==> config.mk <==
export PLATFORM = sky130hd
export DESIGN_NAME = sbus_frame_encoder
export DESIGN_NICKNAME = d
export VERILOG_FILES = /design/src/rtl/sbus_fe_pkg.sv /design/src/rtl/sbus_frame_encoder.sv /design/src/rtl/sbus_fe_front.sv /design/src/rtl/sbus_fe_back.sv
export VERILOG_INCLUDE_DIRS = /design/src /design/src/rtl
export SDC_FILE = /design/constraint.sdc
export NUM_CORES = 1
export LEC_CHECK = 0
export BUFFER_PORTS_ARGS = -buffer_cell sky130_fd_sc_hd__clkbuf_2
export CORE_MARGIN = 2
export CORE_UTILIZATION = 55
export CTS_BUF_LIST = sky130_fd_sc_hd__clkbuf_4
export CTS_CLUSTER_DIAMETER = 40
export DETAILED_ROUTE_END_ITERATION = 10
export PLACE_DENSITY = 0.74
export SYNTH_ARGS = -nofsm -noshare
export SYNTH_HDL_FRONTEND = slang
export SYNTH_SLANG_ARGS = --single-unit
export TNS_END_PERCENT = 30
==> constraint.sdc <==
create_clock -name clk -period 17.75 [get_ports clk]
set_input_delay 4.4375 -clock clk [delete_from_list [all_inputs] [get_ports clk]]
set_output_delay 4.4375 -clock clk [all_outputs]
set_load 0.03 [all_outputs]
==> src/rtl/sbus_frame_encoder_assert.svh <==
// Assertion macros shared by the encoder RTL.
// Implication forms: same-cycle (IMP) and next-cycle (NXT).
`ifndef SBUS_FRAME_ENCODER_ASSERT_SVH
`define SBUS_FRAME_ENCODER_ASSERT_SVH

`ifndef SYNTHESIS

`define SBUS_ASSERT_IMP(label, clk_s, rstn_s, ante, cons, msg) \
    label: assert property (@(posedge clk_s) disable iff (!rstn_s) (ante) |-> (cons)) \
        else $error(msg);

`define SBUS_ASSERT_NXT(label, clk_s, rstn_s, ante, cons, msg) \
    label: assert property (@(posedge clk_s) disable iff (!rstn_s) (ante) |=> (cons)) \
        else $error(msg);

`else

`define SBUS_ASSERT_IMP(label, clk_s, rstn_s, ante, cons, msg)

`define SBUS_ASSERT_NXT(label, clk_s, rstn_s, ante, cons, msg)

`endif

`endif

==> src/rtl/sbus_fe_pkg.sv <==
package sbus_fe_pkg;

    localparam int FRAME_BYTES  = 25;
    localparam int CHANNEL_BITS = 11;
    localparam int NUM_CHANNELS = 16;
    localparam int CHAN_IDX_W   = $clog2(NUM_CHANNELS);
    localparam int BYTE_IDX_W   = $clog2(FRAME_BYTES);
    localparam int FRAME_VEC_W  = 8 * (1 << BYTE_IDX_W);

    localparam logic [7:0] START_CODE = 8'h0F;
    localparam int FLAG_INDEX   = FRAME_BYTES - 2;
    localparam int FAILSAFE_POS = 3;
    localparam int LOST_POS     = 2;

    // quotient of the range mapping never exceeds 2 * span, so 12 bits suffice
    localparam int QUOT_W       = 12;
    localparam int DIV_STEPS    = QUOT_W / 2;
    localparam int STEP_W       = $clog2(DIV_STEPS);

    // item function codes
    localparam logic [1:0] FUNC_CHANNEL  = 2'd0;
    localparam logic [1:0] FUNC_FAILSAFE = 2'd1;
    localparam logic [1:0] FUNC_LOST     = 2'd2;
    localparam logic [1:0] FUNC_SEND     = 2'd3;

    // configuration register indexes
    localparam int CFG_IDX_W = 3;
    localparam logic [CFG_IDX_W-1:0] REG_PULSE_MIN   = 3'd0;
    localparam logic [CFG_IDX_W-1:0] REG_PULSE_MAX   = 3'd1;
    localparam logic [CFG_IDX_W-1:0] REG_PULSE_MID   = 3'd2;
    localparam logic [CFG_IDX_W-1:0] REG_SBUS_CENTER = 3'd3;
    localparam logic [CFG_IDX_W-1:0] REG_SBUS_SPAN   = 3'd4;

    typedef struct packed {
        logic [1:0]  func;
        logic [3:0]  channel;
        logic [11:0] value;
    } cmd_t;

    typedef struct packed {
        logic [11:0] pulse_min;
        logic [11:0] pulse_max;
        logic [10:0] sbus_center;
        logic [9:0]  sbus_span;
    } cfg_t;

endpackage

==> src/rtl/sbus_frame_encoder.sv <==
// SBUS frame encoder: keeps one 25-byte frame (start byte 0x0F, sixteen 11-bit
// channels packed LSB-first from bit 8, flag byte with failsafe 0x08 and
// frame-lost 0x04, end byte 0) and streams it on a send item, start byte
// first, with last high on the end byte. A set-channel item clamps value to
// pulse_min..pulse_max and maps it onto sbus_center +/- sbus_span by
// (v - pulse_min) * 2 * span / (pulse_max - pulse_min), quotient truncated;
// an empty range gives center - span, an inverted range gives center + span.
// pulse_mid is writable but has no effect on the mapping. A two-entry command
// queue sits between the input and the execution unit, so up to two items are
// taken while a frame is still going out. In the execution unit a flag item
// only sets its flag bit; a set-channel item runs a clamp, one 12x11 multiply
// and a radix-4 restoring divider; a send item streams the 25 frame bytes,
// stretched by any out_stall. Configuration writes are always
// ready and must only be issued while the block is idle. Reset is
// asynchronous and active low; no clearing pass is needed.
module sbus_frame_encoder
(
    input  logic        clk,
    input  logic        rst_n,
    // item input
    input  logic        in_valid,
    output logic        in_stall,
    input  logic [1:0]  func,
    input  logic [3:0]  channel,
    input  logic [11:0] value,
    // frame byte output
    output logic        out_valid,
    input  logic        out_stall,
    output logic [7:0]  frame_byte,
    output logic        last,
    // configuration writes
    input  logic        cfg_valid,
    output logic        cfg_ready,
    input  logic [2:0]  cfg_index,
    input  logic [11:0] cfg_data
);

    sbus_fe_pkg::cfg_t cfg_reg;
    sbus_fe_pkg::cmd_t cmd;
    logic              cmd_valid;
    logic              cmd_pop;

    assign cfg_ready = 1'b1;

    // Hold the mapping registers; pulse_mid is accepted and dropped since
    // the linear mapping does not depend on it.
    always_ff @(posedge clk or negedge rst_n)
    begin
        if (!rst_n)
        begin
            cfg_reg.pulse_min   <= 12'd1000;
            cfg_reg.pulse_max   <= 12'd2000;
            cfg_reg.sbus_center <= 11'd992;
            cfg_reg.sbus_span   <= 10'd800;
        end
        else if (cfg_valid && cfg_ready)
        begin
            unique case (cfg_index)
                sbus_fe_pkg::REG_PULSE_MIN:   cfg_reg.pulse_min   <= cfg_data;
                sbus_fe_pkg::REG_PULSE_MAX:   cfg_reg.pulse_max   <= cfg_data;
                sbus_fe_pkg::REG_PULSE_MID:   cfg_reg.pulse_min   <= cfg_reg.pulse_min;
                sbus_fe_pkg::REG_SBUS_CENTER: cfg_reg.sbus_center <= cfg_data[10:0];
                sbus_fe_pkg::REG_SBUS_SPAN:   cfg_reg.sbus_span   <= cfg_data[9:0];
                default:                      cfg_reg.pulse_min   <= cfg_reg.pulse_min;
            endcase
        end
    end

    // Front: take items, classify them and queue them.
    sbus_fe_front u_front
    (
        .clk       (clk),
        .rst_n     (rst_n),
        .in_valid  (in_valid),
        .in_stall  (in_stall),
        .func      (func),
        .channel   (channel),
        .value     (value),
        .cmd_valid (cmd_valid),
        .cmd       (cmd),
        .cmd_pop   (cmd_pop)
    );

    // Back: map channel values, update flags, stream the frame.
    sbus_fe_back u_back
    (
        .clk        (clk),
        .rst_n      (rst_n),
        .cfg        (cfg_reg),
        .cmd_valid  (cmd_valid),
        .cmd        (cmd),
        .cmd_pop    (cmd_pop),
        .out_valid  (out_valid),
        .out_stall  (out_stall),
        .frame_byte (frame_byte),
        .last       (last)
    );

endmodule

==> src/rtl/sbus_fe_front.sv <==
module sbus_fe_front
(
    input  logic               clk,
    input  logic               rst_n,
    input  logic               in_valid,
    output logic               in_stall,
    input  logic [1:0]         func,
    input  logic [3:0]         channel,
    input  logic [11:0]        value,
    output logic               cmd_valid,
    output sbus_fe_pkg::cmd_t  cmd,
    input  logic               cmd_pop
);

    sbus_fe_pkg::cmd_t entry_reg [2];
    sbus_fe_pkg::cmd_t in_cmd;
    logic              wr_ptr_reg;
    logic              rd_ptr_reg;
    logic [1:0]        count_reg;
    logic [1:0]        count_next;
    logic              push;

    // Classify: flag items only carry their state bit, sends carry nothing.
    always_comb
    begin
        in_cmd.func    = func;
        in_cmd.channel = channel;
        in_cmd.value   = value;
        unique case (func)
            sbus_fe_pkg::FUNC_CHANNEL:
            begin
                in_cmd.value = value;
            end
            sbus_fe_pkg::FUNC_FAILSAFE, sbus_fe_pkg::FUNC_LOST:
            begin
                in_cmd.channel = '0;
                in_cmd.value   = {11'b0, value[0]};
            end
            default:
            begin
                in_cmd.channel = '0;
                in_cmd.value   = '0;
            end
        endcase
    end

    assign in_stall  = (count_reg == 2'd2);
    assign push      = in_valid && !in_stall;
    assign cmd_valid = (count_reg != 2'd0);
    assign cmd       = entry_reg[rd_ptr_reg];

    always_comb
    begin
        count_next = count_reg;
        if (push && !cmd_pop)
        begin
            count_next = count_reg + 2'd1;
        end
        else if (!push && cmd_pop)
        begin
            count_next = count_reg - 2'd1;
        end
    end

    always_ff @(posedge clk or negedge rst_n)
    begin
        if (!rst_n)
        begin
            wr_ptr_reg <= 1'b0;
            rd_ptr_reg <= 1'b0;
            count_reg  <= 2'd0;
        end
        else
        begin
            if (push)
            begin
                wr_ptr_reg <= !wr_ptr_reg;
            end
            if (cmd_pop)
            begin
                rd_ptr_reg <= !rd_ptr_reg;
            end
            count_reg <= count_next;
        end
    end

    always_ff @(posedge clk)
    begin
        if (push)
        begin
            entry_reg[wr_ptr_reg] <= in_cmd;
        end
    end

endmodule

==> src/rtl/sbus_fe_back.sv <==
`include "sbus_frame_encoder_assert.svh"

module sbus_fe_back
(
    input  logic               clk,
    input  logic               rst_n,
    input  sbus_fe_pkg::cfg_t  cfg,
    input  logic               cmd_valid,
    input  sbus_fe_pkg::cmd_t  cmd,
    output logic               cmd_pop,
    output logic               out_valid,
    input  logic               out_stall,
    output logic [7:0]         frame_byte,
    output logic               last
);

    localparam logic [2:0] ST_IDLE  = 3'd0;
    localparam logic [2:0] ST_CLAMP = 3'd1;
    localparam logic [2:0] ST_MULT  = 3'd2;
    localparam logic [2:0] ST_DIV   = 3'd3;
    localparam logic [2:0] ST_SEND  = 3'd4;

    localparam logic [sbus_fe_pkg::BYTE_IDX_W-1:0] LAST_IDX =
        sbus_fe_pkg::BYTE_IDX_W'(sbus_fe_pkg::FRAME_BYTES - 1);
    localparam logic [sbus_fe_pkg::STEP_W-1:0] LAST_STEP =
        sbus_fe_pkg::STEP_W'(sbus_fe_pkg::DIV_STEPS - 1);

    logic [2:0]  state_reg;
    logic [3:0]  chan_sel_reg;
    logic [11:0] value_reg;
    logic [11:0] diff_reg;
    logic [11:0] den_reg;
    logic        inv_reg;
    logic        zero_reg;
    logic [11:0] rem_reg;
    logic [11:0] numer_reg;
    logic [sbus_fe_pkg::QUOT_W-1:0] quot_reg;
    logic [sbus_fe_pkg::STEP_W-1:0] step_reg;
    logic [sbus_fe_pkg::CHANNEL_BITS-1:0] chan_reg [sbus_fe_pkg::NUM_CHANNELS];
    logic        failsafe_reg;
    logic        lost_reg;
    logic        out_valid_reg;
    logic [7:0]  frame_byte_reg;
    logic        last_reg;
    logic [sbus_fe_pkg::BYTE_IDX_W-1:0] byte_idx_reg;

    logic [11:0] v_low;
    logic [11:0] v_clamp;
    logic [22:0] prod;
    logic [12:0] t1;
    logic        ge1;
    logic [12:0] r1;
    logic [12:0] t2;
    logic        ge2;
    logic [12:0] r2;
    logic [sbus_fe_pkg::QUOT_W-1:0] quot_full;
    logic [10:0] q_sel;
    logic [10:0] code;
    logic [sbus_fe_pkg::FRAME_VEC_W-1:0] frame_vec;
    logic [sbus_fe_pkg::BYTE_IDX_W-1:0] byte_sel;
    logic [7:0]  sel_byte;
    logic        beat_done;

    assign out_valid  = out_valid_reg;
    assign frame_byte = frame_byte_reg;
    assign last       = last_reg;
    assign beat_done  = out_valid_reg && !out_stall;
    assign cmd_pop    = (state_reg == ST_IDLE) && cmd_valid;

    // clamp to the pulse range; upper bound wins on an inverted range
    assign v_low   = (value_reg < cfg.pulse_min) ? cfg.pulse_min : value_reg;
    assign v_clamp = (v_low > cfg.pulse_max) ? cfg.pulse_max : v_low;

    assign prod = {11'b0, diff_reg} * {12'b0, cfg.sbus_span, 1'b0};

    // two restoring division steps per cycle
    assign t1  = {rem_reg, numer_reg[11]};
    assign ge1 = (t1 >= {1'b0, den_reg});
    assign r1  = ge1 ? (t1 - {1'b0, den_reg}) : t1;
    assign t2  = {r1[11:0], numer_reg[10]};
    assign ge2 = (t2 >= {1'b0, den_reg});
    assign r2  = ge2 ? (t2 - {1'b0, den_reg}) : t2;
    assign quot_full = {quot_reg[sbus_fe_pkg::QUOT_W-3:0], ge1, ge2};

    always_comb
    begin
        if (zero_reg)
        begin
            q_sel = '0;
        end
        else if (inv_reg)
        begin
            q_sel = {cfg.sbus_span, 1'b0};
        end
        else
        begin
            q_sel = quot_full[10:0];
        end
    end

    assign code = q_sel - {1'b0, cfg.sbus_span} + cfg.sbus_center;

    always_comb
    begin
        frame_vec = '0;
        frame_vec[7:0] = sbus_fe_pkg::START_CODE;
        for (int ch = 0; ch < sbus_fe_pkg::NUM_CHANNELS; ch++)
        begin
            frame_vec[8 + ch * sbus_fe_pkg::CHANNEL_BITS +: sbus_fe_pkg::CHANNEL_BITS] =
                chan_reg[ch];
        end
        frame_vec[sbus_fe_pkg::FLAG_INDEX * 8 + sbus_fe_pkg::FAILSAFE_POS] = failsafe_reg;
        frame_vec[sbus_fe_pkg::FLAG_INDEX * 8 + sbus_fe_pkg::LOST_POS]     = lost_reg;
    end

    assign byte_sel = (state_reg == ST_SEND) ? (byte_idx_reg + 1'b1) : '0;
    assign sel_byte = frame_vec[byte_sel * 8 +: 8];

    always_ff @(posedge clk or negedge rst_n)
    begin
        if (!rst_n)
        begin
            state_reg     <= ST_IDLE;
            out_valid_reg <= 1'b0;
            byte_idx_reg  <= '0;
            step_reg      <= '0;
            failsafe_reg  <= 1'b0;
            lost_reg      <= 1'b0;
            for (int ch = 0; ch < sbus_fe_pkg::NUM_CHANNELS; ch++)
            begin
                chan_reg[ch] <= '0;
            end
        end
        else
        begin
            unique case (state_reg)
                ST_IDLE:
                begin
                    if (cmd_valid)
                    begin
                        unique case (cmd.func)
                            sbus_fe_pkg::FUNC_CHANNEL:
                            begin
                                state_reg <= ST_CLAMP;
                            end
                            sbus_fe_pkg::FUNC_FAILSAFE:
                            begin
                                failsafe_reg <= cmd.value[0];
                            end
                            sbus_fe_pkg::FUNC_LOST:
                            begin
                                lost_reg <= cmd.value[0];
                            end
                            default:
                            begin
                                out_valid_reg <= 1'b1;
                                byte_idx_reg  <= '0;
                                state_reg     <= ST_SEND;
                            end
                        endcase
                    end
                end
                ST_CLAMP:
                begin
                    state_reg <= ST_MULT;
                end
                ST_MULT:
                begin
                    step_reg  <= '0;
                    state_reg <= ST_DIV;
                end
                ST_DIV:
                begin
                    step_reg <= step_reg + 1'b1;
                    if (step_reg == LAST_STEP)
                    begin
                        chan_reg[chan_sel_reg] <= code;
                        state_reg <= ST_IDLE;
                    end
                end
                ST_SEND:
                begin
                    if (beat_done)
                    begin
                        if (byte_idx_reg == LAST_IDX)
                        begin
                            out_valid_reg <= 1'b0;
                            state_reg     <= ST_IDLE;
                        end
                        else
                        begin
                            byte_idx_reg <= byte_idx_reg + 1'b1;
                        end
                    end
                end
                default:
                begin
                    state_reg <= ST_IDLE;
                end
            endcase
        end
    end

    // datapath registers, no reset
    always_ff @(posedge clk)
    begin
        if (cmd_pop)
        begin
            chan_sel_reg <= cmd.channel[sbus_fe_pkg::CHAN_IDX_W-1:0];
            value_reg    <= cmd.value;
        end
        if (state_reg == ST_CLAMP)
        begin
            diff_reg <= v_clamp - cfg.pulse_min;
            den_reg  <= cfg.pulse_max - cfg.pulse_min;
            inv_reg  <= (cfg.pulse_min > cfg.pulse_max);
            zero_reg <= (cfg.pulse_min == cfg.pulse_max);
        end
        if (state_reg == ST_MULT)
        begin
            rem_reg   <= {1'b0, prod[22:12]};
            numer_reg <= prod[11:0];
            quot_reg  <= '0;
        end
        if (state_reg == ST_DIV)
        begin
            rem_reg   <= r2[11:0];
            numer_reg <= {numer_reg[9:0], 2'b00};
            quot_reg  <= quot_full;
        end
        if ((cmd_pop && (cmd.func == sbus_fe_pkg::FUNC_SEND)) || beat_done)
        begin
            frame_byte_reg <= sel_byte;
            last_reg       <= (byte_sel == LAST_IDX);
        end
    end

    `SBUS_ASSERT_NXT(a_last_ends_frame, clk, rst_n, beat_done && last_reg, !out_valid_reg, "beat after end byte")
    `SBUS_ASSERT_IMP(a_last_at_end, clk, rst_n, out_valid_reg && last_reg, byte_idx_reg == LAST_IDX, "end flag off frame end")
    `SBUS_ASSERT_IMP(a_pop_when_idle, clk, rst_n, cmd_pop, state_reg == ST_IDLE, "command taken while busy")
    `SBUS_ASSERT_IMP(a_valid_in_send, clk, rst_n, out_valid_reg, state_reg == ST_SEND, "output beat outside frame send")

endmodule
==> results of run 1 <==
-- per-stage QoR --
step	total power [W]	instance area (um^2)
3_5_place_dp	0.003697	23640
4_1_cts	0.004516	24980
3_3_place_gp	0.003656	23640
2_1_floorplan	0.002894	22950
6_report	0.004514	24990
5_1_grt	0.004864	24980
-- Yosys cell counts, types with 16 or more instances --
cell,instances,area share
xnor2_1,51,0.019
and3_1,16,0.0044
xor2_1,24,0.0092
a31oi_1,28,0.0076
mux2i_1,37,0.016
edfxtp_1,118,0.15
inv_1,176,0.029
mux2_2,149,0.073
and2_1,80,0.022
o21ai_0,145,0.032
ha_1,149,0.081
nand3_1,50,0.011
clkbuf_1,86,0.014
nor2_1,105,0.017
fa_1,92,0.080
nor3_1,18,0.0039
nand2_1,318,0.052
buf_2,17,0.0037
a21o_1,25,0.0082
dfstp_2,20,0.023
o221ai_1,16,0.0061
a21oi_1,98,0.021
dfrtp_1,219,0.24
-- power by group --
| group | leakage [nW] | switching (W) | internal [W] | total (W) |
|---|---|---|---|---|
| Combinational | 6.42 | 0.00168 | 0.000942 | 0.00263 |
| Sequential | 4.30 | 0.0000786 | 0.00101 | 0.00109 |
| Clock | 0.786 | 0.000349 | 0.000448 | 0.000797 |
| Total | 11.5 | 0.00211 | 0.00240 | 0.00451 |
-- area by class of cell --
type                            count  area share
Multi-Input combinational cell   1593      0.4923
Sequential cell                   358      0.3830
Clock buffer                      139     0.04176
Tap cell                          532     0.02664
Inverter                          177     0.02659
Timing Repair Buffer               73     0.01753
Clock inverter                     34     0.01187
Antenna cell                        3   0.0003005
-- per-layer routing --
metal | up-vias | wire length, um | GRT usage
li1 | 7896 | - | -
met5 | - | 0 | 0
met3 | 144 | 4025 | 0.05766
met1 | 8432 | 24420 | 0.3562
met2 | 651 | 26640 | 0.4349
met4 | 0 | 2200 | 0.1188
-- worst register-to-register path, delay by kind of cell (launching register included) --
kind	cells	cell delay, ns
flip-flops	1	0.35
XOR/XNOR	1	0.97
AO/OA/AOI/OAI	12	2.63
AND/OR/NAND/NOR	8	1.74
buffers and inverters	2	0.23
multiplexers	1	0.42
adder cells (fa/ha/maj)	4	1.01
-- path summary, 6_finish.rpt --
kind | to | cells after the start
worst min-delay path | u_back.chan_reg[112]$_DFFE_PN0P_ | 2
worst max-delay path | u_back.chan_reg[84]$_DFFE_PN0P_ | 28
min in group asynchronous | u_back.chan_reg[154]$_DFFE_PN0P_ | 1
worst min register to register | u_back.chan_reg[112]$_DFFE_PN0P_ | 2
worst max register to register | u_back.chan_reg[84]$_DFFE_PN0P_ | 28
max in group asynchronous | u_back.chan_reg[82]$_DFFE_PN0P_ | 2
-- kinds of logic (layout without fill, tap and decap cells) --
logic type,after synthesis,after routing,synth area share
DFF,358,358,0.4170
AOI/OAI and AO/OA,416,416,0.1130
xor gates and xnor gates,75,75,0.02862
muxes,199,199,0.09645
adders and majority gates,241,241,0.1615
and+or+nand+nor,661,661,0.1338
buffers and inverters,290,423,0.04950
other,1,4,0.0001634
==> results_dict.tcl, run 1 <==
set metrics [dict create \
    status "finished clean" \
    die_area_um2 43380 \
    setup_viol 0 \
    fillers 3348 \
    rows 74 \
    syn_nets 2520 \
    regArea_um2 9569 \
    hold_class "register to register" \
    cts_sinks 358 \
    syn2layout_area_growth_pct 8.876 \
    multi_input_area_um2 12300 \
    hold_buffers 0 \
    fmax_ghz 0.1330 \
    crit_path_start "u_back.den_reg[1]$_DFFE_PP_" \
    io_buffers 48 \
    syn_inst 2241 \
    dp_hpwl_um 40230 \
    endpoint_kind "register" \
    postCtsSetupBuffers 0 \
    crit_top_cell "ha_1" \
    ant_nets 0 \
    crit_type "register to register" \
    grt.overflow.total 0 \
    antenna_found_initial 3 \
    setup_slack_ns 10.23 \
    cts_buffer_depth 3 \
    final_core_util 0.6092 \
    gp_congestion 0.9007 \
    largest_register_ff_count 176 \
    pre_cts_ws_ns 10.33 \
    drv_cap 0 \
    core_area_um2 41020 \
    cpMaxStageDelayCell "xnor2_1" \
    drive_gt1_frac 0.1849 \
    slew_headroom 0.1583 \
    arrival_ns 8.12 \
    ys_seq_area_frac 0.4170 \
    fin_setup_tns_ns 0 \
    cpPeakStageDelay_ns 0.97 \
    yosys_warnings 0 \
    cts_root_buf "clkbuf_4" \
    vias_per_cell 5.886 \
    final_cell_mix "318 x nand2_1, 219 x dfrtp_1, 176 x inv_1, 149 x mux2_2, 149 x ha_1" \
    grt_max_degree 121 \
    dr.pass1.iters 6 \
    cts_tree "built" \
    ir_drop_v 0.0001373 \
    synth_cell_type_count 85 \
    routedWlPerCell_um 19.69 \
    min_period_ns 7.518 \
    drc 0 \
    power_density_nw_per_um2 180.6 \
    min_period_over_period 0.4235 \
    nets 2575 \
    h-tree-depth 3 \
    layout_commonest_cell "nand2_1" \
    rsz0062_at_grt "false" \
    crit_buf_inv 2 \
    fin_hold_ws_ns 0.4790 \
    first_iter_violations 1373 \
    wirelength_um 57280 \
    grt.total_usage 0.2709 \
    cts_resized 0 \
    synth-seq-cells 358 \
    die_height_um 208.3 \
    die_w_um 208.3 \
    instances_no_fill 2909 \
    ios 50 \
    crit_fanout 17 \
    clkLatencyLatePin_ns 0.79 \
    cts_buffers 93 \
    start_kind "register" \
    path_clk_slew_ns 0.07 \
    num_vias 17120 \
    worst_slew_pin_slew_ns 1.258 \
    synthFlopType "dfrtp_1" \
    synth_edf_count 118 \
    synth_area_per_cell_um2 10.24 \
    regToRegStartpoint "u_back.den_reg[1]$_DFFE_PP_" \
    async_flop_share 0.6676 \
    drv_slew 0 \
    start_util 0.5595 \
    skew_ns 0.05847 \
    r2r_slack_ns 10.23 \
    synth_area_um2 22950 \
    grt_pass1_vias 17430 \
    worstPathRequired_ns 18.35 \
    hold_start "u_back.chan_reg[112]$_DFFE_PN0P_" \
    p_leak_nw 11.51 \
    cpLargestDelayFamily "compound AO/OA/AOI/OAI gates" \
    grt_first_pass_wirelength_um 93030 \
    hold_violations 0 \
    dp_cells 2733 \
]
No activity file was read; power rests on OpenSTA's default activity.
==> run 2, diff against run 1 <==
--- a/config.mk
+++ b/config.mk
@@ -6,6 +6,7 @@
 export SDC_FILE = /design/constraint.sdc
 export NUM_CORES = 1
 export LEC_CHECK = 0
+export ABC_AREA = 1
 export BUFFER_PORTS_ARGS = -buffer_cell sky130_fd_sc_hd__clkbuf_2
 export CORE_MARGIN = 2
 export CORE_UTILIZATION = 55
==> constraint.sdc (replaced) <==
create_clock -name clk -period 7.25 [get_ports clk]
set_input_delay 1.8125 -clock clk [delete_from_list [all_inputs] [get_ports clk]]
set_output_delay 1.8125 -clock clk [all_outputs]
set_load 0.03 [all_outputs]
==> run 2 against run 1 <==
Against the previous run: register-to-register slack got worse by 8.9 ns; worst setup slack lost 8.9 ns; hold slack got worse by 0.0057 ns; sequential share of layout area shrank 0.88 points; critical path depth rose by 5; maximum frequency increased by 26%; die area grew 3.2%; routed wire length increased by 12%.
==> results_dict.tcl, run 2 <==
set metrics [dict create \
    synth_area_leaders "dfrtp_1 23%, edfxtp_1 15%, nand2_1 12%, ha_1 7.9%, fa_1 7.8%" \
    syn_nets 3140 \
    grt_pass1_vias 19830 \
    hold_violations 0 \
    yosysTopAreaCellShare 0.2313 \
    async_flop_share 0.6676 \
    cpMaxStageDelayCell "fa_1" \
    cts_sinks 358 \
    first_iter_violations 1686 \
    grt.total_usage 0.2984 \
    min_period_ns 5.947 \
    synth_top_area_cell "dfrtp_1" \
    synth_edf_count 118 \
    die_height_um 211.5 \
    core_area_um2 42790 \
    syn2layout_area_growth_pct 7.954 \
    cts_buffer_depth 3 \
    rows 76 \
    synth_cell_type_count 53 \
    cts_buffers 98 \
    grt_first_pass_wirelength_um 104000 \
    die_w_um 211.5 \
    wl_met2_um 30360 \
    drv_cap 0 \
    syn_inst 2861 \
    dp_hpwl_um 46470 \
    layout_commonest_cell "nand2_1" \
    crit_top_cell "nand2_1" \
    ys_seq_area_frac 0.4039 \
    wl_met3_um 4310 \
    highest_layer "met4" \
    fmax_ghz 0.1682 \
    nets 3192 \
    synth_area_per_cell_um2 8.280 \
    hold_class "register to register" \
    dr.pass1.iters 6 \
    min_period_over_period 0.8203 \
    skew_ns 0.06815 \
    holdPathStages 2 \
    yosysMostFrequentCell "nand2_1" \
    drc 0 \
    crit_path_start "u_back.den_reg[10]$_DFFE_PP_" \
    slew_headroom 0.2126 \
    worstPathRequired_ns 7.92 \
    fin_setup_tns_ns 0 \
    clkLatencyLatePin_ns 0.85 \
    io_buffers 48 \
    start_util 0.5536 \
    hold_buffers 0 \
    regToRegStartpoint "u_back.den_reg[10]$_DFFE_PP_" \
    postCtsSetupBuffers 0 \
    status "finished clean" \
    cpPeakStageDelay_ns 0.45 \
    ant_nets 0 \
    synth-seq-cells 358 \
    synth_area_um2 23690 \
    cts_root_buf "clkbuf_4" \
    gp_congestion 0.9088 \
    worst_slew_pin_slew_ns 1.178 \
    synthFlopType "dfrtp_1" \
    arrival_ns 6.62 \
    endpoint_kind "register" \
    final_cell_mix "741 x nand2_1, 401 x inv_1, 242 x o21ai_0, 219 x dfrtp_1, 149 x ha_1" \
    setup_viol 0 \
    ios 50 \
    wirelength_um 64320 \
    synthTopCellsByCount "741 x nand2_1, 401 x inv_1, 242 x o21ai_0" \
    routedWlPerCell_um 18.20 \
    hold_start "u_back.numer_reg[1]$_SDFFE_PP0P_" \
    r2r_cells 33 \
    vias_per_cell 5.626 \
    die_area_um2 44750 \
    drv_slew 0 \
    antenna_found_initial 1 \
    crit_type "register to register" \
    yosys_warnings 0 \
    cts_resized 0 \
    crit_fanout 14 \
    grt_max_degree 103 \
    drive_gt1_frac 0.1085 \
    cts_tree "built" \
    path_clk_slew_ns 0.07 \
    num_vias 19890 \
    h-tree-depth 3 \
    largest_register_ff_count 176 \
    wl_met1_um 27090 \
    start_kind "register" \
    rsz0062_at_grt "false" \
    grt.overflow.total 0 \
]
## run 2: changes by cell type in the layout (fill, tap and decap cells not counted), sizes merged, moves of 19 or more
cell and delta:
o211ai +19, mux2i -36, o21ai +202, xnor2 -28, nand2 +430, nand3 +93
and2 -79, mux2 -144, inv +239, nor2 +39
## run 2: area by class of cell
type / count / area [um^2]
Fill cell: 3860 / 17220
Sequential cell: 358 / 9569
Timing Repair Buffer: 68 / 400.4
Multi-Input combinational cell: 1970 / 12070
Antenna cell: 2 / 5.005
Inverter: 417 / 1568
Clock inverter: 41 / 279.0
Clock buffer: 133 / 998.5
Tap cell: 546 / 683.2
## run 2: final timing paths
path,endpoint,slack (ns)
worst min-delay path,u_back.numer_reg[1]$_SDFFE_PP0P_,0.47
min in group asynchronous,u_back.byte_idx_reg[0]$_DFFE_PN0P_,1.02
worst max-delay path,u_back.chan_reg[79]$_DFFE_PN0P_,1.30
worst min register to register,u_back.numer_reg[1]$_SDFFE_PP0P_,0.47
worst max register to register,u_back.chan_reg[79]$_DFFE_PN0P_,1.30
max in group asynchronous,u_back.chan_reg[103]$_DFFE_PN0P_,4.70
## run 2: routing by layer
layer,up-vias,global-route usage
li1,9456,-
met1,9513,0.3836
met2,752,0.4926
met3,168,0.05444
met4,0,0.1374
met5,-,0
## run 2: metrics by stage
step	setup WS [ns]	cell area (um^2)	hold WS, ns	instances	utilization
final	1.303	25570	0.4733	3535	0.5977
after global routing	0.6673	25570	0.4887	3535	0.5977
after CTS	1.322	25570	0.4734	3533	0.5975
after detailed placement	1.361	24290	0.4612	3359	0.5677
after global placement	1.454	24290	0.4582	3359	0.5677
after floorplan	2.092	23690	0.4419	2861	-
## run 2: cells by family after synthesis
family / count (synthesis) / share of synthesized area
mux: 19 / 0.008978
flops: 358 / 0.4039
xor+xnor: 53 / 0.01959
buf+inv: 533 / 0.08709
compound gates: 553 / 0.1262
fa+ha+maj: 241 / 0.1564
other cells: 1 / 0.0001583
simple gates: 1103 / 0.1976
## run 2: critical path: cells and delay by family (launching register included)
kind | cells | cell delay, ns
xor+xnor | 1 | 0.19
flops | 1 | 0.36
compound gates | 2 | 0.37
simple gates | 16 | 1.75
buf+inv | 9 | 1.47
fa+ha+maj | 5 | 1.62
Power of run 2 is left out: the tool's default activity adds up to more than one toggle a clock period on the data nets, which glitch-free logic cannot reach.
